File: config.mk
export PLATFORM = sky130hd
export DESIGN_NAME = active_note_list_tracker_flat
export DESIGN_NICKNAME = d
export VERILOG_FILES = /design/src/sv/anlt_pkg.sv /design/src/sv/anlt_if.sv /design/src/sv/anlt_store.sv /design/src/sv/active_note_list_tracker.sv /design/src/flat_wrapper.sv
export VERILOG_INCLUDE_DIRS = /design/src /design/src/sv
export SDC_FILE = /design/constraint.sdc
export NUM_CORES = 1
export LEC_CHECK = 0
export BUFFER_PORTS_ARGS = -buffer_cell sky130_fd_sc_hd__buf_4
export CAP_MARGIN = 5
export CORE_UTILIZATION = 60
export DETAILED_ROUTE_END_ITERATION = 8
export PLACE_DENSITY = 0.75
export SYNTH_ARGS = -nofsm -noshare
export SYNTH_HDL_FRONTEND = slang
export SYNTH_SLANG_ARGS = --single-unit
export TNS_END_PERCENT = 10
File: constraint.sdc
create_clock -name clk -period 7.6 [get_ports clk]
set_input_delay 0 -clock clk [delete_from_list [all_inputs] [get_ports clk]]
set_output_delay 0 -clock clk [all_outputs]
set_load 0.02 [all_outputs]
File: src/sv/active_note_list_tracker_macros.svh
// Assertion macros for the top RTL file of the held-note list tracker.
// In synthesis the macros expand to nothing.
`ifndef ACTIVE_NOTE_LIST_TRACKER_MACROS_SVH
`define ACTIVE_NOTE_LIST_TRACKER_MACROS_SVH

`ifndef SYNTHESIS

// The expression must hold at every clock edge outside reset.
`define ANLT_ASSERT_ALWAYS(lbl, clk_s, rst_s, expr, msg) \
	lbl: assert property (@(posedge clk_s) disable iff (!rst_s) (expr)) else $error(msg);

// When the antecedent holds, the consequent must hold in the cycle after.
`define ANLT_ASSERT_NEXT(lbl, clk_s, rst_s, ante, cons, msg) \
	lbl: assert property (@(posedge clk_s) disable iff (!rst_s) (ante) |=> (cons)) \
		else $error(msg);

`else

`define ANLT_ASSERT_ALWAYS(lbl, clk_s, rst_s, expr, msg)
`define ANLT_ASSERT_NEXT(lbl, clk_s, rst_s, ante, cons, msg)

`endif

`endif

File: src/sv/anlt_pkg.sv
package anlt_pkg;

	// Field widths of the event and entry transactions.
	localparam int NOTE_W    = 7;
	localparam int CHAN_W    = 4;
	localparam int ENTRY_W   = NOTE_W + CHAN_W;
	localparam int IDX_OUT_W = 4;

	// Default list depth.
	localparam int LIST_CAPACITY_DEF = 16;

	// Event opcodes.
	localparam logic OP_NOTE_OFF = 1'b0;
	localparam logic OP_NOTE_ON  = 1'b1;

	// One list entry, note in the upper bits.
	typedef struct packed {
		logic [NOTE_W-1:0] note;
		logic [CHAN_W-1:0] chan;
	} entry_t;

	// Write controls from the sequencer to the list store.
	typedef struct packed {
		logic wr_en;   // write one entry this cycle
		logic wr_key;  // write the event key, else the entry read last cycle
	} store_ctrl_t;

endpackage

File: src/sv/anlt_if.sv
// Event channel: one note-on or note-off per transaction.
interface anlt_event_if
	import anlt_pkg::*;
();
	logic              valid;
	logic              ready;
	logic              op;
	logic [NOTE_W-1:0] note;
	logic [CHAN_W-1:0] channel;

	modport source (output valid, output op, output note, output channel, input ready);
	modport sink   (input valid, input op, input note, input channel, output ready);
endinterface

// Entry channel: one listed held note per transaction.
interface anlt_entry_if
	import anlt_pkg::*;
();
	logic                 valid;
	logic                 ready;
	logic [NOTE_W-1:0]    entry_note;
	logic [CHAN_W-1:0]    entry_channel;
	logic [IDX_OUT_W-1:0] entry_index;
	logic                 last;

	modport source (output valid, output entry_note, output entry_channel,
		output entry_index, output last, input ready);
	modport sink   (input valid, input entry_note, input entry_channel,
		input entry_index, input last, output ready);
endinterface

File: src/sv/anlt_store.sv
// List store: one write port, one registered read port, and the key compare.
module anlt_store
	import anlt_pkg::*;
#(
	parameter int LIST_CAPACITY = LIST_CAPACITY_DEF,
	localparam int IDX_W = (LIST_CAPACITY > 1) ? $clog2(LIST_CAPACITY) : 1
) (
	input  logic             clk,
	input  store_ctrl_t      ctrl,
	input  logic [IDX_W-1:0] wr_addr,
	input  logic [IDX_W-1:0] rd_addr,
	input  entry_t           key,
	output entry_t           rd_entry,
	output logic             hit
);

	entry_t mem [0:LIST_CAPACITY-1];
	entry_t rd_data_q;

	// Write either the new key or the entry read last cycle (close-up move).
	always_ff @(posedge clk) begin
		if (ctrl.wr_en) begin
			mem[wr_addr] <= ctrl.wr_key ? key : rd_data_q;
		end
	end

	// Registered read, one address per cycle.
	always_ff @(posedge clk) begin
		rd_data_q <= mem[rd_addr];
	end

	// Key compare unit for the search.
	assign rd_entry = rd_data_q;
	assign hit      = (rd_data_q == key);

endmodule

File: src/sv/active_note_list_tracker.sv
// Each event runs as steps: a search of the listed entries for a match, then an append of a
// new note-on or, on removal, a close-up of the later entries, then emission of a changed list.
// A changed list is emitted at one entry per cycle while the entry channel is not stalled.
// The store has a single read port; no event is taken while one is in work.
// Reset: arst_n clears the list count and the sequencer; the entry store is left undefined
// and needs no clearing pass.
`include "active_note_list_tracker_macros.svh"

module active_note_list_tracker
	import anlt_pkg::*;
#(
	parameter int LIST_CAPACITY = LIST_CAPACITY_DEF
) (
	input  logic clk,
	input  logic arst_n,
	anlt_event_if.sink   events,
	anlt_entry_if.source entries
);

	localparam int IDX_W = (LIST_CAPACITY > 1) ? $clog2(LIST_CAPACITY) : 1;
	localparam int CNT_W = $clog2(LIST_CAPACITY + 1);

	typedef enum logic [2:0] {
		ST_IDLE,
		ST_SEARCH,
		ST_DECIDE,
		ST_SHIFT_RD,
		ST_SHIFT_WR,
		ST_EMIT_RD,
		ST_EMIT_OUT
	} state_t;

	state_t               state_q;
	logic [IDX_W-1:0]     ptr_q;
	logic [CNT_W-1:0]     count_q;
	logic                 found_q;
	logic                 op_q;
	entry_t               key_q;
	logic                 out_valid_q;
	entry_t               out_entry_q;
	logic [IDX_OUT_W-1:0] out_index_q;
	logic                 out_last_q;

	store_ctrl_t          ctrl;
	logic [IDX_W-1:0]     wr_addr;
	logic [IDX_W-1:0]     rd_addr;
	entry_t               rd_entry;
	logic                 hit;

	logic [CNT_W-1:0]     ptr_ext;
	logic [CNT_W-1:0]     ptr_nx_ext;
	logic                 in_fire;
	logic                 out_fire;
	logic                 out_load;

	anlt_store #(
		.LIST_CAPACITY(LIST_CAPACITY)
	) u_store (
		.clk      (clk),
		.ctrl     (ctrl),
		.wr_addr  (wr_addr),
		.rd_addr  (rd_addr),
		.key      (key_q),
		.rd_entry (rd_entry),
		.hit      (hit)
	);

	// Pointer arithmetic at count width.
	assign ptr_ext    = CNT_W'(ptr_q);
	assign ptr_nx_ext = ptr_ext + CNT_W'(1);

	// Handshakes.
	assign events.ready = (state_q == ST_IDLE);
	assign in_fire      = events.valid && events.ready;
	assign out_fire     = out_valid_q && entries.ready;
	assign out_load     = (state_q == ST_EMIT_OUT) && (!out_valid_q || entries.ready);

	// Store addressing and write control for each sequencer step.
	always_comb begin
		ctrl.wr_en  = 1'b0;
		ctrl.wr_key = 1'b0;
		wr_addr     = ptr_q;
		rd_addr     = ptr_q;
		unique case (state_q)
			ST_IDLE: begin
				rd_addr = '0;
			end
			ST_SEARCH, ST_SHIFT_RD: begin
				rd_addr = IDX_W'(ptr_nx_ext);
			end
			ST_DECIDE: begin
				wr_addr = IDX_W'(count_q);
				if (op_q == OP_NOTE_ON && !found_q && count_q < CNT_W'(LIST_CAPACITY)) begin
					ctrl.wr_en  = 1'b1;
					ctrl.wr_key = 1'b1;
				end
			end
			ST_SHIFT_WR: begin
				ctrl.wr_en = 1'b1;
			end
			ST_EMIT_RD: begin
				rd_addr = '0;
			end
			ST_EMIT_OUT: begin
				rd_addr = out_load ? IDX_W'(ptr_nx_ext) : ptr_q;
			end
			default: begin
				rd_addr = ptr_q;
			end
		endcase
	end

	// Sequencer: search, append or close up, then emit the list if it changed and is not empty.
	always_ff @(posedge clk or negedge arst_n) begin
		if (!arst_n) begin
			state_q     <= ST_IDLE;
			ptr_q       <= '0;
			count_q     <= '0;
			found_q     <= 1'b0;
			op_q        <= OP_NOTE_OFF;
			key_q       <= '0;
			out_valid_q <= 1'b0;
			out_entry_q <= '0;
			out_index_q <= '0;
			out_last_q  <= 1'b0;
		end else begin
			// The output register empties when its transaction completes and
			// no new entry is loaded behind it.
			if (out_fire && !out_load) begin
				out_valid_q <= 1'b0;
			end

			unique case (state_q)
				ST_IDLE: begin
					if (in_fire) begin
						op_q       <= events.op;
						key_q.note <= events.note;
						key_q.chan <= events.channel;
						ptr_q      <= '0;
						found_q    <= 1'b0;
						state_q    <= (count_q == '0) ? ST_DECIDE : ST_SEARCH;
					end
				end
				ST_SEARCH: begin
					if (hit) begin
						found_q <= 1'b1;
						state_q <= ST_DECIDE;
					end else if (ptr_nx_ext == count_q) begin
						state_q <= ST_DECIDE;
					end else begin
						ptr_q <= IDX_W'(ptr_nx_ext);
					end
				end
				ST_DECIDE: begin
					if (op_q == OP_NOTE_ON) begin
						if (!found_q && count_q < CNT_W'(LIST_CAPACITY)) begin
							count_q <= count_q + CNT_W'(1);
							state_q <= ST_EMIT_RD;
						end else begin
							state_q <= ST_IDLE;
						end
					end else if (!found_q) begin
						state_q <= ST_IDLE;
					end else if (ptr_nx_ext < count_q) begin
						state_q <= ST_SHIFT_RD;
					end else begin
						// Removing the final entry needs no close-up.
						count_q <= count_q - CNT_W'(1);
						state_q <= (count_q == CNT_W'(1)) ? ST_IDLE : ST_EMIT_RD;
					end
				end
				ST_SHIFT_RD: begin
					state_q <= ST_SHIFT_WR;
				end
				ST_SHIFT_WR: begin
					if (ptr_nx_ext + CNT_W'(1) < count_q) begin
						ptr_q   <= IDX_W'(ptr_nx_ext);
						state_q <= ST_SHIFT_RD;
					end else begin
						count_q <= count_q - CNT_W'(1);
						state_q <= ST_EMIT_RD;
					end
				end
				ST_EMIT_RD: begin
					ptr_q   <= '0;
					state_q <= ST_EMIT_OUT;
				end
				ST_EMIT_OUT: begin
					if (out_load) begin
						out_valid_q <= 1'b1;
						out_entry_q <= rd_entry;
						out_index_q <= IDX_OUT_W'(ptr_q);
						out_last_q  <= (ptr_nx_ext == count_q);
						if (ptr_nx_ext == count_q) begin
							state_q <= ST_IDLE;
						end else begin
							ptr_q <= IDX_W'(ptr_nx_ext);
						end
					end
				end
				default: begin
					state_q <= ST_IDLE;
				end
			endcase
		end
	end

	// Output transaction fields.
	assign entries.valid         = out_valid_q;
	assign entries.entry_note    = out_entry_q.note;
	assign entries.entry_channel = out_entry_q.chan;
	assign entries.entry_index   = out_index_q;
	assign entries.last          = out_last_q;

	// The list never grows past its capacity.
	`ANLT_ASSERT_ALWAYS(a_count_bound, clk, arst_n, count_q <= CNT_W'(LIST_CAPACITY), "list count above capacity")

	// An accepted event blocks the next one in the cycle after.
	`ANLT_ASSERT_NEXT(a_busy_after_accept, clk, arst_n, in_fire, !events.ready, "event accepted while busy")

	// The store is never written while the list is being emitted.
	`ANLT_ASSERT_ALWAYS(a_no_write_in_emit, clk, arst_n, !(state_q == ST_EMIT_OUT && ctrl.wr_en), "store written during emission")

endmodule

File: src/flat_wrapper.sv
// flat-port wrapper written by rule: the top's interface ports become plain ports
module active_note_list_tracker_flat import anlt_pkg::*;
#(
	parameter int LIST_CAPACITY = LIST_CAPACITY_DEF
)
  (clk, arst_n, events_valid, events_op, events_note, events_channel, events_ready, entries_valid, entries_entry_note, entries_entry_channel, entries_entry_index, entries_last, entries_ready);
  anlt_event_if events_i ();
  anlt_entry_if entries_i ();
  input  logic clk;
  input  logic arst_n;
  input wire logic [$bits(events_i.valid)-1:0] events_valid;
  input wire logic [$bits(events_i.op)-1:0] events_op;
  input wire logic [$bits(events_i.note)-1:0] events_note;
  input wire logic [$bits(events_i.channel)-1:0] events_channel;
  output wire logic [$bits(events_i.ready)-1:0] events_ready;
  output wire logic [$bits(entries_i.valid)-1:0] entries_valid;
  output wire logic [$bits(entries_i.entry_note)-1:0] entries_entry_note;
  output wire logic [$bits(entries_i.entry_channel)-1:0] entries_entry_channel;
  output wire logic [$bits(entries_i.entry_index)-1:0] entries_entry_index;
  output wire logic [$bits(entries_i.last)-1:0] entries_last;
  input wire logic [$bits(entries_i.ready)-1:0] entries_ready;
  assign events_i.valid = events_valid;
  assign events_i.op = events_op;
  assign events_i.note = events_note;
  assign events_i.channel = events_channel;
  assign events_ready = events_i.ready;
  assign entries_valid = entries_i.valid;
  assign entries_entry_note = entries_i.entry_note;
  assign entries_entry_channel = entries_i.entry_channel;
  assign entries_entry_index = entries_i.entry_index;
  assign entries_last = entries_i.last;
  assign entries_i.ready = entries_ready;
  active_note_list_tracker #(.LIST_CAPACITY(LIST_CAPACITY)) u_core (.clk(clk), .arst_n(arst_n), .events(events_i), .entries(entries_i));
endmodule
* Yosys cells after proc, flatten, opt, wreduce, memory -nomap -nowiden
Memory sizes are Yosys's and may differ from the RTL's. A register that Yosys moved wholly into a read port is not among the register bits.
Index checks and enable logic that the tools add are counted.
** Cells by class
- Add/sub/neg operators :: 4
- Equality and inequality tests :: 20
- Reduce and logical (&&, ||, !) cells :: 24
- $lt $le $gt $ge :: 3
- Mux-type cells :: 40
** Operators by type and width (count)
- 3-bit two-way mux :: 11
- 4-bit two-way mux :: 7
- 5-bit two-way mux :: 5
- 3-bit case mux with 7 select lines :: 1
- 4-bit case mux with 5 select lines :: 1
- 4-bit case mux with 3 select lines :: 1
- 11-bit equality test :: 1
- 11-bit two-way mux :: 1
- 5-bit by 1-bit adder with 5-bit output (second input constant) :: 2
- 5-bit less-than comparator :: 2
- 5-bit case mux with 2 select lines :: 1
- 5-bit AND reduction :: 2
- 3-bit equality test (second input constant) :: 3
- 1-bit two-way mux :: 8
- 2-bit inequality test (second input constant) :: 4
- 1-bit logical AND :: 7
- 3-bit by 2-bit equality test with 1-bit output (second input constant) :: 2
- 2-bit by 1-bit inequality test with 1-bit output (second input constant) :: 3
- 3-bit by 1-bit inequality test with 1-bit output (second input constant) :: 2
- 4-bit by 1-bit adder with 5-bit output (second input constant) :: 1
- 5-bit by 1-bit equality test with 1-bit output (second input constant) :: 1
- 5-bit equality test :: 1
- 5-bit logical NOT :: 1
- 5-bit less-than comparator (second input constant) :: 1
- 15 further kinds :: 22
** Word-level totals
- RAM bits :: 176
- Input port bits :: 16
- Memories kept :: 1
- Word-level logic and storage cells :: 104
- Bits in registers :: 42
** Memories
- u_core.u_store.mem :: words 16, bits a word 11, read ports 1, clocked after Yosys merged registers in 1, write ports 1, line anlt_store.sv:17 : entry_t mem [0:LIST_CAPACITY-1];

* Depth between registers and ports, before layout
Gate-level depths: netlist of the first run.
- Depth after elaboration :: 8
- Mapped depth :: 12

* Hierarchy
A second synthesis of the first run with hierarchy kept.
** Unflattened totals
- Cells, all modules :: 559
- Area, all modules :: 9719.3 um2
** Modules (own cells, without submodules)
- anlt_store :: instances 1, cells each 332, area an instance 7285.7 um2
- active_note_list_tracker :: instances 1, cells each 227, area an instance 2433.6 um2

* Worst setup path after synthesis of the first run
Ideal clock, no wire load.
- Kind :: reg2reg
- From :: register u_core.ptr_q[0]
- To :: register u_core.ptr_q[0]
- Clock period less this slack :: 2934 ps
- Arrival :: 2809 ps
- Required time :: 7475 ps
- Setup slack :: 4666 ps
- Stages on the path, launching flop included :: 12
- Setup time :: 125 ps
- Path through :: dfrtp_1 clkbuf_1 inv_1 ha_1 xor2_1 ha_1 nor2b_1 o21a_1 o21ai_0 a211oi_1 a21oi_1 mux2_2
** On the way
- Cells in the longest elaborated chain, start to end :: 5
- Elaborated cells on any way between the ends :: 11
- Those cells by class :: add/sub (2); order compare (1); eq/ne (2); mux (5); reduce/logical (1)
** RTL lines
- from (decl) :: line active_note_list_tracker.sv:34 : logic [IDX_W-1:0] ptr_q;
- from (signal assigned) :: line active_note_list_tracker.sv:151 : ptr_q <= IDX_W'(ptr_nx_ext);
- from (signal assigned) :: line active_note_list_tracker.sv:177 : ptr_q <= IDX_W'(ptr_nx_ext);
- from (signal assigned) :: line active_note_list_tracker.sv:197 : ptr_q <= IDX_W'(ptr_nx_ext);
- 4-bit by 1-bit adder with 5-bit output :: line active_note_list_tracker.sv:70 : assign ptr_nx_ext = ptr_ext + CNT_W'(1);
- 5-bit by 1-bit adder with 5-bit output or 5-bit equality test (tied branches) :: line active_note_list_tracker.sv:176, active_note_list_tracker.sv:148, active_note_list_tracker.sv:194
- 5-bit less-than comparator or 4-bit two-way mux (tied branches) :: line active_note_list_tracker.sv:176, active_note_list_tracker.sv:148, active_note_list_tracker.sv:194
- 2-bit by 1-bit inequality test with 1-bit output (no line), or another cell as far along
- 5-bit AND reduction (no line) or 4-bit case mux with 5 select lines (tied branches)
Several ways; a longest one is shown, not always the timed one. The select of a mux whose other input is x is not followed.
A chain may end at the register's enable or synchronous reset.

* Worst setup path after layout of the first run
- From :: register u_core.state_q[2]
- To :: register u_core.u_store.rd_entry[0] (netlist name)
** On the way
- Cells in the longest elaborated chain, start to end :: 4
- Elaborated cells on any way between the ends :: 10
- Those cells by class :: eq/ne (4); mux (2); reduce/logical (4)
** RTL lines
- from (decl) :: line active_note_list_tracker.sv:33 : state_t state_q;
- from (signal assigned) :: line active_note_list_tracker.sv:141 : state_q <= (count_q == '0) ? ST_DECIDE : ST_SEARCH;
- from (signal assigned) :: line active_note_list_tracker.sv:169 : state_q <= (count_q == CNT_W'(1)) ? ST_IDLE : ST_EMIT_RD;
- 3-bit equality test :: line active_note_list_tracker.sv:76, active_note_list_tracker.sv:84
- 1-bit logical AND :: line active_note_list_tracker.sv:76 : assign out_load = (state_q == ST_EMIT_OUT) && (!out_valid_q || entries.ready);
- 4-bit two-way mux :: line active_note_list_tracker.sv:105 : rd_addr = out_load ? IDX_W'(ptr_nx_ext) : ptr_q;
- 4-bit case mux with 3 select lines * :: line active_note_list_tracker.sv:84 : unique case (state_q)
Every way passes the cells marked *; elsewhere a longest branch is shown, timed or not.

==> out/summary.txt, run 1 <==
clk_skew = 0.00539 ns
core footprint = 16100 sq um
unrepaired setup endpoints after global routing = no
dpl ws = 3.67 ns
placer congestion estimate = 0.844
Longest Clk Path Bufs = 3
drt initial violations = 648
gr usage total = 0.268
antenna violations before repair = 0
Die W = 131 um
Die ar. = 17300 sq um
Pre-antenna DRT Iters = 5
Worst-Skew Late Latency = 0.51 ns
maximum fanout along the worst path = 58
Clock power frac = 0.249
Crit. Startpoint = u_core.state_q[2]$_DFFE_PN0P_
clock buffer count from CTS = 23
Fin. Hold Viols = 0
most frequent cells in the layout = edfxtp_1, nand2_1, o211ai_1
fin cells = 1005
post-detail-place hpwl = 14300 um
P&R area growth vs syn = 13.9%
routed via count = 6154
Synth Flop Type = edfxtp_1
Least-Margin Pin Slew = 1.34 ns
min-delay worst type = in -> async
Setup-failing EPs final = 0
Switching Share = 0.357
largest net degree at the start of global routing = 89
#FFs+latches synth = 229
GR Overflow Total = 0
critical path endpoint category = register
Sw Pwr = 1660 uW
Post-synth EDFFs = 176
outcome = completed
Slowest-stage cell, CP = o2bb2ai_4
Comb pwr share = 0.341
internal power = 2990 uW
Seq pwr share = 0.410
first-pass GRT wire length = 34700 um
syn_area_per_cell = 13.9 sq um
layout cells sized above 1 = 0.174
fmax = 0.245 GHz
max-slew violations = 0
Ys Warns = 0
minimum clock period after layout = 4.07 ns
placed cell count = 947
DRT antenna net count = 0
H-Tree Depth = 1
commonest non-fill, non-tap cell in the layout = edfxtp_1
# nets final = 805
CTS tree = yes
Max VDD drop = 0.000295 V
synth unique cells = 52
FILL cells = 1073
vias per inst = 6.12
CTS sink cnt = 229
clock slew at reported path FFs = 0.06 ns
PostCTS Resize Cnt = 0
area share of the largest cell type after synthesis = 0.526
total wire length = 22700 um
post-synth top area cell = edfxtp_1
Setup Total Neg Slack = 0 ns
vias in the first global route = 6020
CP max stage delay = 0.92 ns
relative slew slack = 0.106
required time at the worst-slack endpoint = 7.94 ns
Synth async-reset ratio = 0.183
Starting Density = 0.623
sequential share of the synthesized area = 0.653
Reg2Reg Launch Point = u_core.state_q[2]$_DFFE_PN0P_
leakage dissipation = 0.00410 uW
Syn Inst Count = 722
Worst Setup Start Kind = register
Max-Cap Viols = 0
total I/O pin count = 34
Worst EP arrival = 4.42 ns
PwrDens = 406 nW/um^2
clk root buf = clkbuf_16
top cells by area, synth = edfxtp_1, dfrtp_1, mux2_2
diodes inserted = 0
die height = 131 um
Worst Setup Path Type = reg -> reg
Post-Syn Nets = 754
crit-path most repeated cell = o211ai_1
period utilization = 0.536
number of placement rows = 46
mapped cell area = 10000 sq um
Buffers on Ports = 33
WL/cell = 22.6 um
setup ws final = 3.53 ns
drt drc = 0
worst path cell trace = nor2b_1, o211ai_1, o2bb2ai_4, buf_4, mux2_2, o211ai_1, nand4_1
## synthesized netlist by cell type, drive strengths merged (4+ instances only)
cell,number
nand3,9
nor3,11
inv,11
a21oi,13
dfrtp,42
a21o,4
nand2,91
nor2b,4
o21ai,10
o211ai,45
nor2,42
a31oi,6
xnor2,18
mux2,75
nand4,16
mux2i,44
dfxtp,11
nand2b,8
edfxtp,176
clkbuf,6
ha,16
buf,29
## registers in the layout (all words and copies together) (netlist names)
name	flops
u_core.count_q	5
u_core.entries.entry_channel	4
u_core.entries.entry_index	4
u_core.entries.entry_note	7
u_core.entries.last	1
u_core.entries.valid	1
u_core.found_q	1
u_core.key_q	11
u_core.op_q	1
u_core.ptr_q	4
u_core.state_q	3
u_core.u_store.mem	176
u_core.u_store.rd_entry	11
## layout make-up
cell class	count	area, sq um	area share
clock buffers	28	634	0.0555
well taps	216	270	0.0236
inverters	11	41.3	0.00361
flip-flops and latches	229	6560	0.573
multi-input cells	447	3260	0.285
repair buffers	61	513	0.0449
clock inverters	13	159	0.0139
## path summary, 6_finish.rpt
check | to | slack, ns | cells after the start
worst min register to register | u_core.entries.entry_note[3]$_DFFE_PN0P_ | 0.52 | 1
min in group clk | u_core.key_q[6]$_DFFE_PN0P_ | 0.27 | 3
max in group asynchronous | u_core.key_q[2]$_DFFE_PN0P_ | 7.20 | 2
worst min-delay path | u_core.ptr_q[1]$_DFFE_PN0P_ | 0.02 | 2
worst max register to register | u_core.u_store.rd_entry[0]$_DFF_P_ | 3.53 | 7
worst max-delay path | u_core.u_store.rd_entry[0]$_DFF_P_ | 3.53 | 7
## layer usage
| metal | global-route usage | part of all wire |
|---|---|---|
| met5 | 0 | 0 |
| met4 | 0.0937 | 0.023 |
| met3 | 0.0397 | 0.075 |
| met2 | 0.424 | 0.47 |
| met1 | 0.383 | 0.43 |
## through the flow
step                hold slack (ns)  utilization  instance area, sq um  power (uW)
finish                       0.0247        0.709                 11400        4650
global route                 0.0554        0.709                 11400        4880
CTS                          0.0368        0.708                 11400        4640
detailed placement           0.0271        0.649                 10500        3480
global placement             0.0130        0.648                 10400        3420
floorplan                    -0.296            -                 10000        3030
## kinds of logic (layout without fill, tap and decap cells)
kind of cell / after synthesis / count (layout) / share of synthesized area
buffers and inverters: 46 / 113 / 0.0244
AND/OR/NAND/NOR: 196 / 196 / 0.0901
XOR/XNOR: 20 / 20 / 0.0174
flip-flops: 229 / 229 / 0.653
multiplexers: 119 / 119 / 0.128
adder cells (fa/ha/maj): 16 / 16 / 0.0199
AO/OA/AOI/OAI: 96 / 96 / 0.0670
## critical path: cells and delay by family (launching register included)
family / cells / cell delay [ns]
mux: 1 / 0.41
buf+inv: 1 / 0.82
flops: 1 / 0.78
compound gates: 3 / 1.34
simple gates: 2 / 0.52
## repair_timing
item	in CTS	in global routing
setup buffers	0	0
hold endpoints to repair	57	0
hold buffers	15	0
## power groups by stage
stage / registers, uW / logic [uW] / clock network (uW)
floorplan: 1870 / 1160 / 0
global placement: 1920 / 1500 / 0
detailed placement: 1920 / 1550 / 0
CTS: 1900 / 1570 / 1170
global route: 1930 / 1730 / 1220
finish: 1900 / 1580 / 1160
Note: power is estimated with default switching activity, not from simulation.
==> run 2: changes to the inputs <==
- clock period: 7.6 -> 3.92 ns (I/O delays scaled with it)
==> out/summary.txt, run 2 (synthesized netlist as in run 1, its figures left out) <==
Setup Total Neg Slack = 0 ns (unchanged)
Seq pwr share = 0.407 (-0.003)
maximum fanout along the worst path = 14 (-76%)
Worst Setup Start Kind = register
internal power = 5790 uW (+94%)
commonest non-fill, non-tap cell in the layout = edfxtp_1
core footprint = 16100 sq um (unchanged)
antenna violations before repair = 0 (unchanged)
worst hold slack = 0.0343 ns (+0.00957 ns)
Total Power = 9020 uW (+94%)
Slowest-stage cell, CP = dfrtp_1
period utilization = 0.852 (+0.315)
leakage dissipation = 0.00415 uW (+1.3%)
area occupied by multi-input gates = 3260 sq um (unchanged)
Least-Margin Pin Slew = 0.967 ns (-0.369 ns)
diodes inserted = 0 (unchanged)
total wire length = 21900 um (-3.7%)
# nets final = 817 (+1.5%)
CP max stage delay = 0.63 ns (-0.29 ns)
total I/O pin count = 34 (unchanged)
number of flip-flops in the largest register = 176 (unchanged)
routed via count = 6139 (-0.24%)
Sw Pwr = 3230 uW (+95%)
min-delay worst type = in -> async
Buffers on Ports = 33 (unchanged)
WL/cell = 21.5 um (-5.0%)
outcome = completed
worst path cell trace = inv_1, ha_1, xor2_1, ha_1, nor2b_1, o21a_1, o21ai_0, a211oi_1, a21oi_1, mux2_2
first-pass GRT wire length = 34400 um (-0.90%)
gr usage total = 0.261 (-0.00765)
Worst-Skew Late Latency = 0.50 ns (about the same)
DRT antenna net count = 0 (unchanged)
Pre-antenna DRT Iters = 6 (+1)
largest net degree at the start of global routing = 65 (-27%)
P&R area growth vs syn = 14.5%
FF-to-FF setup slack = 0.58 ns (-2.94 ns)
Reg area = 6560 sq um (unchanged)
Fin. Hold Viols = 0 (unchanged)
fmax = 0.300 GHz (+22%)
Switching Share = 0.358 (+0.00109)
Worst EP arrival = 3.72 ns (-0.70 ns)
Die W = 131 um (unchanged)
vias per inst = 6.03 (-1.5%)
Longest Clk Path Bufs = 3 (unchanged)
clk_skew = 0.00809 ns (+0.00270 ns)
required time at the worst-slack endpoint = 4.30 ns (-3.64 ns)
vias in the first global route = 6008 (-0.20%)
Setup-failing EPs final = 0 (unchanged)
clock buffer count from CTS = 24 (+4.3%)
GR Overflow Total = 0 (unchanged)
placer congestion estimate = 0.814 (-3.6%)
unrepaired setup endpoints after global routing = no
most frequent cells in the layout = edfxtp_1, nand2_1, buf_4
minimum clock period after layout = 3.34 ns (-0.737 ns)
number of placement rows = 46 (unchanged)
Die ar. = 17300 sq um (unchanged)
max-slew violations = 0 (unchanged)
Largest Register = u_core.u_store.mem
clk root buf = clkbuf_16
crit-path most repeated cell = ha_1
critical path endpoint category = register
CTS sink cnt = 229 (unchanged)
layout cells sized above 1 = 0.178 (+0.00467)
relative slew slack = 0.353 (+0.247)
Worst Setup Path Type = reg -> reg
H-Tree Depth = 1 (unchanged)
die height = 131 um (unchanged)
Clock power frac = 0.239 (-0.010)
Starting Density = 0.623 (unchanged)
drt drc = 0 (unchanged)
Max-Cap Viols = 0 (unchanged)
Comb pwr share = 0.354 (+0.013)
CTS tree = yes
clock slew at reported path FFs = 0.06 ns (about the same)
drt initial violations = 516 (-20%)
PwrDens = 785 nW/um^2 (+93%)
post-detail-place hpwl = 14700 um (+2.9%)
Max VDD drop = 0.000485 V (+64%)
FILL cells = 1048 (-2.3%)
## run 2: cell count changes in the layout (fill, tap and decap cells not counted), sizes merged
cell	delta
buf	+12
clkbuf	+7
inv	-1
bufinv	-2
clkinvlp	-3
## run 2: power groups by stage
| stage | combinational (uW) | clock, uW | sequential, uW |
|---|---|---|---|
| floorplan | 2250 | 0 | 3630 |
| global placement | 3060 | 0 | 3700 |
| detailed placement | 3150 | 0 | 3720 |
| CTS | 3190 | 2180 | 3670 |
| global route | 3490 | 2280 | 3720 |
| finish | 3200 | 2150 | 3670 |
## run 2: repair_timing
action                                 CTS  global route
buffers inserted                         0             0
gates resized for setup                  0             0
setup endpoints to repair                0             0
endpoints found under the hold margin   57             0
hold buffers                            15             0
## run 2: metrics by stage
stage               worst slack [ns]  instance area [sq um]   util  cells
finish                         0.582                  11500  0.713   1018
global route                   0.336                  11500  0.713   1018
CTS                            0.627                  11500  0.713   1018
detailed placement             0.641                  10600  0.656    960
global placement               0.753                  10600  0.656    960
floorplan                      0.986                  10000      -    722
## run 2: worst max-delay path, delay by kind of cell, from the launching register on
family                     cells  cell delay [ns]
buffers and inverters          1             0.17
muxes                          1             0.39
DFF                            1             0.63
xor gates and xnor gates       1             0.17
adders and majority gates      2             0.68
AOI/OAI and AO/OA              4             1.04
and+or+nand+nor                1             0.13
## run 2: final timing paths
kind / startpoint / endpoint / cells past startpoint
worst max-delay path: u_core.ptr_q[0]$_DFFE_PN0P_ / u_core.ptr_q[1]$_DFFE_PN0P_ / 10
worst min-delay path: arst_n / u_core.ptr_q[3]$_DFFE_PN0P_ / 2
worst max register to register: u_core.ptr_q[0]$_DFFE_PN0P_ / u_core.ptr_q[1]$_DFFE_PN0P_ / 10
worst min register to register: u_core.entries.entry_channel[1]$_DFFE_PN0P_ / u_core.entries.entry_channel[1]$_DFFE_PN0P_ / 1
max in group asynchronous: arst_n / u_core.key_q[6]$_DFFE_PN0P_ / 2
min in group clk: events_note[6] / u_core.key_q[10]$_DFFE_PN0P_ / 3
## run 2: cell type report
cell class,count,area share
Multi-Input combinational cell,447,0.284
Sequential cell,229,0.571
Timing Repair Buffer,72,0.0525
Clock inverter,7,0.00479
Clock buffer,36,0.0615
Inverter,11,0.00359
Tap cell,216,0.0235
## run 2: layer usage
metal	part of all wire	vias up	GRT usage
li1	-	2822	-
met1	0.46	3070	0.387
met2	0.46	210	0.404
met3	0.050	37	0.0313
met4	0.025	0	0.0853
met5	0	-	0
==> run 3: changes to the inputs <==
==> constraint.sdc (replaced) <==
create_clock -name clk -period 3.92 [get_ports clk]
set_input_delay 0.196 -clock clk [delete_from_list [all_inputs] [get_ports clk]]
set_output_delay 0.196 -clock clk [all_outputs]
set_load 0.02 [all_outputs]
==> out/summary.txt, run 3 (synthesized netlist as in run 1, its figures left out) <==
P&R area growth vs syn = 14.3%
PwrDens = 785 nW/um^2 (about the same)
Largest Register = u_core.u_store.mem
critical path endpoint category = register
CTS sink cnt = 229 (unchanged)
min-delay worst type = in -> reg
total I/O pin count = 34 (unchanged)
Max-Cap Viols = 0 (unchanged)
antenna violations before repair = 0 (unchanged)
Reg2Reg Launch Point = u_core.ptr_q[0]$_DFFE_PN0P_
PostCTS Resize Cnt = 0 (unchanged)
vias in the first global route = 6003 (-0.083%)
Least-Margin Pin Slew = 0.966 ns (-0.00163 ns)
relative slew slack = 0.354 (+0.00109)
clk root buf = clkbuf_16
drt initial violations = 474 (-8.1%)
commonest non-fill, non-tap cell in the layout = edfxtp_1
Slowest-stage cell, CP = dfrtp_1
drt drc = 0 (unchanged)
required time at the worst-slack endpoint = 4.30 ns (about the same)
core footprint = 16100 sq um (unchanged)
layout cells sized above 1 = 0.179 (+0.000446)
CP max stage delay = 0.63 ns (about the same)
unrepaired setup endpoints after global routing = no
FILL cells = 1050 (+0.19%)
hold_sp = entries_ready
clock buffer count from CTS = 24 (unchanged)
Fin. Hold Viols = 0 (unchanged)
Die W = 131 um (unchanged)
Worst-Skew Late Latency = 0.50 ns (about the same)
leakage dissipation = 0.00414 uW (-0.20%)
max-slew violations = 0 (unchanged)
setup ws final = 0.577 ns (-0.00417 ns)
GR Overflow Total = 0 (unchanged)
# nets final = 815 (-0.24%)
clk_skew = 0.00864 ns (+0.000551 ns)
Worst Setup Start Kind = register
die height = 131 um (unchanged)
clock slew at reported path FFs = 0.06 ns (about the same)
vias per inst = 6.01 (-0.41%)
first-pass GRT wire length = 34400 um (about the same)
fmax = 0.299 GHz (-0.12%)
Pre-antenna DRT Iters = 5 (-1)
placer congestion estimate = 0.814 (unchanged)
outcome = completed
Worst EP arrival = 3.72 ns (about the same)
minimum clock period after layout = 3.34 ns (+0.00417 ns)
CTS tree = yes
Longest Clk Path Bufs = 3 (unchanged)
Post-DP Area = 10600 sq um (unchanged)
dpl ws = 0.641 ns (unchanged)
gr usage total = 0.261 (about the same)
most frequent cells in the layout = edfxtp_1, nand2_1, buf_4
Max VDD drop = 0.000481 V (-0.74%)
maximum fanout along the worst path = 14 (unchanged)
Worst Setup Path Type = reg -> reg
H-Tree Depth = 1 (unchanged)
DRT antenna net count = 0 (unchanged)
Crit. Startpoint = u_core.ptr_q[0]$_DFFE_PN0P_
Die ar. = 17300 sq um (unchanged)
total wire length = 21800 um (-0.21%)
fin area = 11500 sq um (-0.17%)
number of flip-flops in the largest register = 176 (unchanged)
Buffers on Ports = 33 (unchanged)
Post-CTS Setup Bufs = 0 (unchanged)
diodes inserted = 0 (unchanged)
WL/cell = 21.5 um (about the same)
Starting Density = 0.623 (unchanged)
post-detail-place hpwl = 14700 um (unchanged)
routed via count = 6102 (-0.60%)
crit-path most repeated cell = ha_1
worst path cell trace = inv_1, ha_1, xor2_1, ha_1, nor2b_1, o21a_1, o21ai_0, a211oi_1, a21oi_1, mux2_2
period utilization = 0.853 (+0.00106)
Setup Total Neg Slack = 0 ns (unchanged)
number of placement rows = 46 (unchanged)
largest net degree at the start of global routing = 65 (unchanged)
Setup-failing EPs final = 0 (unchanged)
## run 3: area by class of cell
type,instances,area [sq um],share of cell area
Clock buffer,36,707,0.0616
Clock inverter,7,55.1,0.00480
Timing Repair Buffer,70,583,0.0508
Tap cell,216,270,0.0236
Sequential cell,229,6560,0.572
Multi-Input combinational cell,447,3260,0.284
Inverter,11,41.3,0.00360
## run 3: per-layer routing
metal  up-vias  routed length, um  GRT usage  share of wire
li1       2818                  -          -              -
met1      3040               9890      0.387           0.45
met2       205              10100      0.404           0.46
met3        39               1260     0.0313          0.058
met4         0                563     0.0853          0.026
met5         -                  0          0              0
## run 3: worst paths after layout
kind / end / slack, ns / cells past startpoint
min in group asynchronous: u_core.ptr_q[3]$_DFFE_PN0P_ / 0.23 / 2
hold / removal: u_core.entries.valid$_DFF_PN0_ / 0.07 / 3
max in group asynchronous: u_core.key_q[5]$_DFFE_PN0P_ / 3.30 / 2
hold reg to reg: u_core.entries.entry_channel[1]$_DFFE_PN0P_ / 0.51 / 1
setup reg to reg: u_core.ptr_q[1]$_DFFE_PN0P_ / 0.58 / 10
setup / recovery: u_core.ptr_q[1]$_DFFE_PN0P_ / 0.58 / 10
## run 3: critical path: cells and delay by family (launching register included)
family / cells / cell delay (ns)
compound gates: 4 / 1.05
xor+xnor: 1 / 0.17
fa+ha+maj: 2 / 0.68
buf+inv: 1 / 0.17
flops: 1 / 0.63
mux: 1 / 0.39
simple gates: 1 / 0.13
## run 3: power breakdown
| part | switching [uW] | leakage (uW) | internal [uW] |
|---|---|---|---|
| Sequential | 362 | 0.00219 | 3310 |
| Clock | 851 | 0.000373 | 1300 |
| Combinational | 2000 | 0.00158 | 1180 |
## run 3: through the flow
stage / util / power (uW) / hold slack (ns) / instances
2_1_floorplan: - / 5880 / -0.0996 / 722
5_1_grt: 0.712 / 9490 / 0.0918 / 1016
6_report: 0.712 / 9010 / 0.0702 / 1016
3_5_place_dp: 0.656 / 6870 / 0.218 / 960
3_3_place_gp: 0.656 / 6760 / 0.207 / 960
4_1_cts: 0.712 / 9040 / 0.0559 / 1016
## run 3: what timing repair did
item,4_1_cts,5_1_grt
endpoints found under the hold margin,54,0
endpoints found under the setup margin,0,0
hold buffers,13,0
